--- config.mk ---
export PLATFORM = sky130hd
export DESIGN_NAME = tadu_prep
export DESIGN_NICKNAME = d
export VERILOG_FILES = /design/src/rtl/tadu_pkg.sv /design/src/rtl/tadu_prep.sv
export SDC_FILE = /design/constraint.sdc
export NUM_CORES = 1
export LEC_CHECK = 0
export ABC_AREA = 1
export BUFFER_PORTS_ARGS = -buffer_cell sky130_fd_sc_hd__buf_2
export CAP_MARGIN = 15
export CORE_MARGIN = 10
export CORE_UTILIZATION = 25
export CTS_BUF_LIST = sky130_fd_sc_hd__clkbuf_8
export DETAILED_ROUTE_END_ITERATION = 10
export PLACE_DENSITY = 0.55
export SYNTH_ARGS = -nofsm -noshare
export SYNTH_HDL_FRONTEND = slang
export SYNTH_SLANG_ARGS = --single-unit
--- constraint.sdc ---
create_clock -name aclk -period 2.9 [get_ports aclk]
set_clock_uncertainty 0.2 [all_clocks]
set_input_delay 0.435 -clock aclk [delete_from_list [all_inputs] [get_ports aclk]]
set_output_delay 0.435 -clock aclk [all_outputs]
set_load 0.01 [all_outputs]
--- src/rtl/tadu_pkg.sv ---
// Shared types and constants for the two-adic arithmetic unit.
// No dependencies; every other file of the unit refers to this package.
package tadu_pkg;

    localparam int WORD_BITS    = 64;
    localparam int SIG_BITS_DEF = 57;
    localparam int EXP_BITS_DEF = 7;
    localparam int SHAMT_W      = $clog2(WORD_BITS);

    typedef enum logic [1:0] {
        CMD_ADD = 2'd0,
        CMD_SUB = 2'd1,
        CMD_NEG = 2'd2,
        CMD_MUL = 2'd3
    } cmd_t;

    // Load enables of the pipeline stages behind the input register.
    typedef struct packed {
        logic s1;
        logic s2;
        logic s3;
        logic s4;
        logic s5;
    } pipe_ld_t;

    // Alignment and operation flags handed from operand preparation to the add path.
    typedef struct packed {
        logic shift_a;
        logic shift_b;
        logic big;
        logic neg_op;
    } add_ctl_t;

endpackage

--- src/rtl/tadu_prep.sv ---
// Operand preparation stage: unpacks both words, aligns exponents for add,
// forms magnitudes for multiply and the negated word. Uses tadu_pkg.
module tadu_prep #(
    parameter int SIG_BITS = tadu_pkg::SIG_BITS_DEF,
    parameter int EXP_BITS = tadu_pkg::EXP_BITS_DEF
) (
    input  logic                               aclk,
    input  logic                               ld_en,
    input  tadu_pkg::cmd_t                     cmd,
    input  logic [tadu_pkg::WORD_BITS-1:0]     operand_a,
    input  logic [tadu_pkg::WORD_BITS-1:0]     operand_b,
    output logic [SIG_BITS-1:0]                sa_reg,
    output logic [SIG_BITS-1:0]                sb_reg,
    output tadu_pkg::add_ctl_t                 ctl_reg,
    output logic [tadu_pkg::SHAMT_W-1:0]       shamt_reg,
    output logic [EXP_BITS-1:0]                emin_reg,
    output logic [tadu_pkg::WORD_BITS-1:0]     neg_word_reg,
    output logic [SIG_BITS-1:0]                ma_reg,
    output logic [SIG_BITS-1:0]                mb_reg,
    output logic                               mneg_reg,
    output logic [EXP_BITS-1:0]                ep_reg
);

    localparam int EXP_FIELD = (EXP_BITS < tadu_pkg::WORD_BITS - SIG_BITS) ?
                               EXP_BITS : tadu_pkg::WORD_BITS - SIG_BITS;

    logic signed [EXP_BITS-1:0] exp_a;
    logic signed [EXP_BITS-1:0] exp_b;
    logic signed [EXP_BITS:0]   dab;
    logic signed [EXP_BITS:0]   dba;
    logic                       a_gt;
    logic                       b_gt;
    logic [EXP_BITS-1:0]        diff;
    logic [SIG_BITS-1:0]        a_raw;
    logic [SIG_BITS-1:0]        b_raw;
    logic [SIG_BITS-1:0]        neg_b;
    logic [SIG_BITS-1:0]        neg_a;
    tadu_pkg::add_ctl_t         ctl_next;

    assign exp_a = EXP_BITS'(operand_a[SIG_BITS +: EXP_FIELD]);
    assign exp_b = EXP_BITS'(operand_b[SIG_BITS +: EXP_FIELD]);
    assign dab   = (EXP_BITS+1)'(exp_a) - (EXP_BITS+1)'(exp_b);
    assign dba   = (EXP_BITS+1)'(exp_b) - (EXP_BITS+1)'(exp_a);
    assign a_gt  = exp_a > exp_b;
    assign b_gt  = exp_b > exp_a;
    assign diff  = a_gt ? dab[EXP_BITS-1:0] : dba[EXP_BITS-1:0];

    assign a_raw = operand_a[SIG_BITS-1:0];
    assign b_raw = operand_b[SIG_BITS-1:0];
    assign neg_a = ~a_raw + 1'b1;
    assign neg_b = ~b_raw + 1'b1;

    always_comb begin
        ctl_next.shift_a = a_gt;
        ctl_next.shift_b = b_gt;
        ctl_next.big     = 32'(diff) >= 32'd64;
        ctl_next.neg_op  = (cmd == tadu_pkg::CMD_NEG);
    end

    always_ff @(posedge aclk) begin
        if (ld_en) begin
            sa_reg       <= a_raw;
            sb_reg       <= (cmd == tadu_pkg::CMD_SUB) ? neg_b : b_raw;
            ctl_reg      <= ctl_next;
            shamt_reg    <= tadu_pkg::SHAMT_W'(diff);
            emin_reg     <= a_gt ? exp_b : exp_a;
            neg_word_reg <= tadu_pkg::WORD_BITS'({operand_b[SIG_BITS +: EXP_FIELD], neg_b});
            ma_reg       <= a_raw[SIG_BITS-1] ? neg_a : a_raw;
            mb_reg       <= b_raw[SIG_BITS-1] ? neg_b : b_raw;
            mneg_reg     <= a_raw[SIG_BITS-1] ^ b_raw[SIG_BITS-1];
            ep_reg       <= exp_a + exp_b;
        end
    end

endmodule

; ---- Word-level counts from Yosys, hierarchy flattened
; Index checks and enable logic that the tools add are counted.
; W data, S select, Z words.
[totals]
elab_cells = 33
inputBits = 132
register_bits = 317
output_inout_bits = 317
[classes]
add_sub_neg = 5
order_cmp = 3
n_eq_ne = 2
muxes = 5
bitwise_logic = 3
[op_table]
columns = op, n
row1 = $add A57 B1 Y57 const B, 2
row2 = $not A57 Y57, 2
row3 = $mux W56, 2
row4 = $mux W57, 1
row5 = $gt A7 B7 Y1, 2
row6 = $mux W7, 2
row7 = $sub A7 B7 Y7, 2
row8 = $add A7 B7 Y7, 1
row9 = $ge A7 B7 Y1 const B, 1
row10 = $eq A2 B1 Y1 const B, 1
row11 = $eq A2 B2 Y1 const B, 1
row12 = $xor A1 B1 Y1, 1

; ---- Longest topological paths before layout
[depth]
ltp_word = 3
mapped_depth = 14
ltp_nobuf = 13

; ---- Worst setup path after synthesis
; No wires, ideal clock.
[synth_timing]
path_kind = input-to-reg
from = input operand_a[63] (netlist name)
to = register shamt_reg[4] (netlist name) (data pin)
path_stages = 13
t_required_ns = 2.448
n_path_buf = 2
arrival_time_ns = 1.659
path_slack_ns = 0.789
setup_time_ns = 0.252
cell_sequence = inv_1 -> ha_1 -> buf_2 -> nand2_1 -> nor2_1 -> nand2_1 -> nand2_1 -> nand2_1 -> nand2_2 -> nand2_2 -> buf_6 -> nand2_1 -> nand2_1
[synth_between]
elab_chain_cells = 2
[synth_rtl]
columns = item, line
row1 = start: declaration, tadu_prep.sv:10  ; input logic [tadu_pkg::WORD_BITS-1:0] operand_a,
row2 = $gt A7 B7 Y1, tadu_prep.sv:44  ; assign a_gt = exp_a > exp_b;
row3 = $mux W7, tadu_prep.sv:46  ; assign diff = a_gt ? dab[EXP_BITS-1:0] : dba[EXP_BITS-1:0];
row4 = named net diff[4], tadu_prep.sv:33  ; logic [EXP_BITS-1:0] diff;
row5 = end signal: assignment, tadu_prep.sv:65  ; shamt_reg <= tadu_pkg::SHAMT_W'(diff);
row6 = end: declaration, tadu_prep.sv:15  ; output logic [tadu_pkg::SHAMT_W-1:0] shamt_reg,
; The timed path passes the listed nets, and every way through them passes these cells.
; A chain may end at the register's enable or synchronous reset.

; ---- Worst setup path after layout
[layout_timing]
from = input operand_b[0] (netlist name)
to = register mb_reg[24] (data pin)
[layout_between]
elab_chain_cells = 3
[layout_rtl]
columns = item, line
row1 = start: declaration, tadu_prep.sv:11  ; input logic [tadu_pkg::WORD_BITS-1:0] operand_b,
row2 = $not A57 Y57, tadu_prep.sv:51  ; assign neg_b = ~b_raw + 1'b1;
row3 = $add A57 B1 Y57, tadu_prep.sv:51
row4 = $mux W56, tadu_prep.sv:69  ; mb_reg <= b_raw[SIG_BITS-1] ? neg_b : b_raw;
row5 = end signal: assignment, tadu_prep.sv:69
row6 = end: declaration, tadu_prep.sv:19  ; output logic [SIG_BITS-1:0] mb_reg,
; Every way passes these cells.

==> impl_metrics.toml <==
[clock_network]
clk_path_buf_depth = 3
clkSinkCount = 313
cts-buffers-inserted = 59
cts_root_buffer = "clkbuf_8"
cts-htree-levels = 2
cts_tree = "built"
path_clk_slew_ns = 0.06
post_cts_buffers = 0

[routing]
via_per_inst = 4.45
dr.pass1.iters = 7
vias = 14200
wl_per_cell_um = 19.6
drtAntennaViolNets = 0
drtIter0Drc = 992
drc = 0
postRouteWirelength_um = 62600

[grt]
grt_use_met1_pct = 18.4
antenna_found_initial = 4
busiest_layer = "met2"
use_met3_pct = 5.76
use_met2_pct = 28.0
grt_first_pass_wirelength_um = 91900
grt_overflow = 0
grt_pass1_vias = 14600
grt_start_max_net_pins = 81
grt_usage_pct = 16.3

[cells_and_area]
regArea_um2 = 9400
largest_register_ffs = 63
post-route-util_pct = 34.3
area_growth_pct = 36.1
finalNonFillerCells = 3194
drive_above_1_share_pct = 25.5
n_fill_cell = 6513
multi_input_area_um2 = 5730
nets = 2456

[power]
vdd_drop_max_v = 0.000341
power.density_nw_per_um2 = 555
leakage_nw = 9.21

[sta]
slew_headroom_pct = 59.1
finalHoldViolCount = 0
setup_viol = 0
fin_ws_ns = 0.499
final.period_utilization_pct = 82.8
fin_setup_tns_ns = 0
final_max_slew_viol_count = 0
fmax_mhz = 416
worst_pin_slew_ns = 0.612
layout_min_cycle_time_ns = 2.40
rsz0062_at_grt = "false"
whs_ns = 0.0558

[yosys]
netlist_instances = 1689
synth_area_um2 = 15800
yosysTopAreaCellShare_pct = 59.4
synth_top_family_by_area = "simple AND/OR/NAND/NOR gates"
synth_xor_area_share_pct = 3.70
seq_area_frac_synth_pct = 59.4
ys_warn_count = 0
synth_cell_type_count = 37
syn_nets = 1846
yosys-top-cells-area = "edfxtp_1 (59%), nand2_1 (14%), nor2_1 (5.4%)"
post-synth-top-area-cell = "edfxtp_1"
synth_fa_ha_area_share_pct = 2.12
synth-seq-cells = 313
synth_simple_gate_area_share_pct = 27.0
synth.mux.area_fraction_pct = 0
synth_compound_area_share_pct = 3.46
synth.avg_cell_area_um2 = 9.37

[critical_path]
max_stage_delay_ns = 0.54
endpoint_kind = "register"
crit_chain = "dlygate4sd3_1 -> buf_2 -> inv_1 -> ha_1 -> nand2_2 -> nor2_4 -> nand2_2 -> inv_1 -> nand3_1 -> nand3_1 -> o21ai_0"
cpMaxStageDelayCell = "dlygate4sd3_1"
arrival_ns = 2.61
critPathKind = "in -> reg"
start_kind = "input pin"
cp_max_fo = 5
crit_required_ns = 3.11

[die]
ios = 449
coreArea_um2 = 62900
start_util_pct = 25.2
die_h_um = 272
num_rows = 92
die_w_um = 272
fp.dieArea_um2 = 73700

[placement]
port_buffers = 448
dp_hpwl_um = 48500
dp_cells = 2965
place_congestion = 0.905
pre_cts_ws_ns = 0.349

[run_status]
status = "complete, no violations"

[worst_hold_path]
hp-class = "in -> reg"

[job]
max_cap_viol_count = 0
## Yosys cell counts
| cell | number |
|---|---|
| a21oi_1 | 13 |
| nand2_2 | 10 |
| nor4_1 | 1 |
| and2_1 | 28 |
| nor2_4 | 8 |
| inv_1 | 127 |
| nor2_2 | 18 |
| xnor2_1 | 27 |
| buf_1 | 7 |
| a21o_1 | 3 |
| fa_1 | 3 |
| ha_1 | 22 |
| nor2_8 | 1 |
| inv_2 | 1 |
| o21ai_0 | 71 |
| a21oi_2 | 1 |
| buf_6 | 1 |
| o21ai_4 | 1 |
| nand2_1 | 569 |
| a31oi_1 | 1 |
| edfxtp_1 | 313 |
| nand2_4 | 2 |
| nor3_1 | 4 |
| clkinv_1 | 2 |
| o21ai_2 | 1 |
| buf_4 | 7 |
| nand4_1 | 12 |
| xor2_2 | 1 |
| nand3_2 | 1 |
| xor2_1 | 38 |
| nand3b_1 | 12 |
| nor2_1 | 226 |
| nand3_1 | 119 |
| buf_2 | 10 |
| o21ai_1 | 10 |
| o31ai_1 | 2 |
| clkbuf_1 | 16 |
## worst paths after layout
| check | startpoint | end | slack, ns | cells past startpoint |
|---|---|---|---|---|
| max | operand_b[0] | mb_reg[24] | 0.50 | 11 |
| min | operand_b[4] | neg_word_reg[4] | 0.06 | 2 |
## cells by family (layout without fill, tap and decap cells)
| kind of cell | Yosys count | count (layout) |
|---|---|---|
| AOI/OAI and AO/OA | 103 | 103 |
| xor gates and xnor gates | 66 | 66 |
| adders and majority gates | 25 | 25 |
| buffers and inverters | 171 | 827 |
| DFF | 313 | 313 |
| other | 0 | 3 |
| and+or+nand+nor | 1011 | 1011 |
## where the power goes
group | total [W] | leakage, nW | switching, W | internal, W
clock network | 0.00436 | 0.638 | 0.00201 | 0.00236
logic | 0.00196 | 5.51 | 0.00124 | 0.000714
registers | 0.00563 | 3.06 | 0.000141 | 0.00549
total | 0.0119 | 9.21 | 0.00339 | 0.00856
## routing by layer
| metal | wire (um) | share of wire [%] |
|---|---|---|
| met4 | 2210 | 3.5 |
| met5 | 48 | 0.077 |
| met2 | 30300 | 48 |
| met3 | 5830 | 9.3 |
| met1 | 24200 | 39 |
## layout by cell type, fill, tap and decap left out, types with 2 or more instances in the layout
| cell | instances |
|---|---|
| a21o_1 | 3 |
| nand3_1 | 119 |
| clkinv_1 | 15 |
| nor3_1 | 4 |
| clkbuf_8 | 59 |
| ha_1 | 22 |
| inv_1 | 138 |
| nor2_4 | 8 |
| nand2_4 | 2 |
| o21ai_0 | 71 |
| nand2_1 | 569 |
| o21ai_1 | 10 |
| fa_1 | 3 |
| nor2_1 | 226 |
| xnor2_1 | 27 |
| and2_1 | 28 |
| a21oi_1 | 13 |
| xor2_1 | 38 |
| nand4_1 | 12 |
| buf_2 | 447 |
| buf_4 | 18 |
| nor2_2 | 18 |
| nand2_2 | 10 |
| bufinv_16 | 5 |
| o31ai_1 | 2 |
| clkinvlp_4 | 3 |
| diode_2 | 3 |
| dlygate4sd3_1 | 119 |
| nand3b_1 | 12 |
| inv_2 | 2 |
| clkinv_2 | 13 |
| edfxtp_1 | 313 |
| buf_12 | 5 |
## final cells by class
| type | instances | area share [%] |
|---|---|---|
| well taps | 846 | 4.92 |
| repair buffers | 590 | 17.1 |
| multi-input cells | 1205 | 26.6 |
| flip-flops and latches | 313 | 43.6 |
| diodes | 3 | 0.0349 |
| clock buffers | 59 | 3.77 |
| inverters | 130 | 2.27 |
| clock inverters | 48 | 1.66 |
## timing repair
| item | in CTS | in global routing |
|---|---|---|
| hold buffers | 119 | 0 |
| resized for setup | 0 | 0 |
| endpoints found under the hold margin | 270 | 0 |
## critical path: cells and delay by family
family          cells  cell delay, ns
compound gates      1            0.08
simple gates        5            0.83
fa+ha+maj           1            0.24
buf+inv             4            1.02
## through the flow
step                total power (W)  instance area [um2]
floorplan                   0.00652                15800
global placement            0.00757                19200
detailed placement          0.00757                19200
CTS                          0.0122                21500
global route                 0.0125                21500
finish                       0.0119                21500
Note: power is estimated with default switching activity, not from simulation.
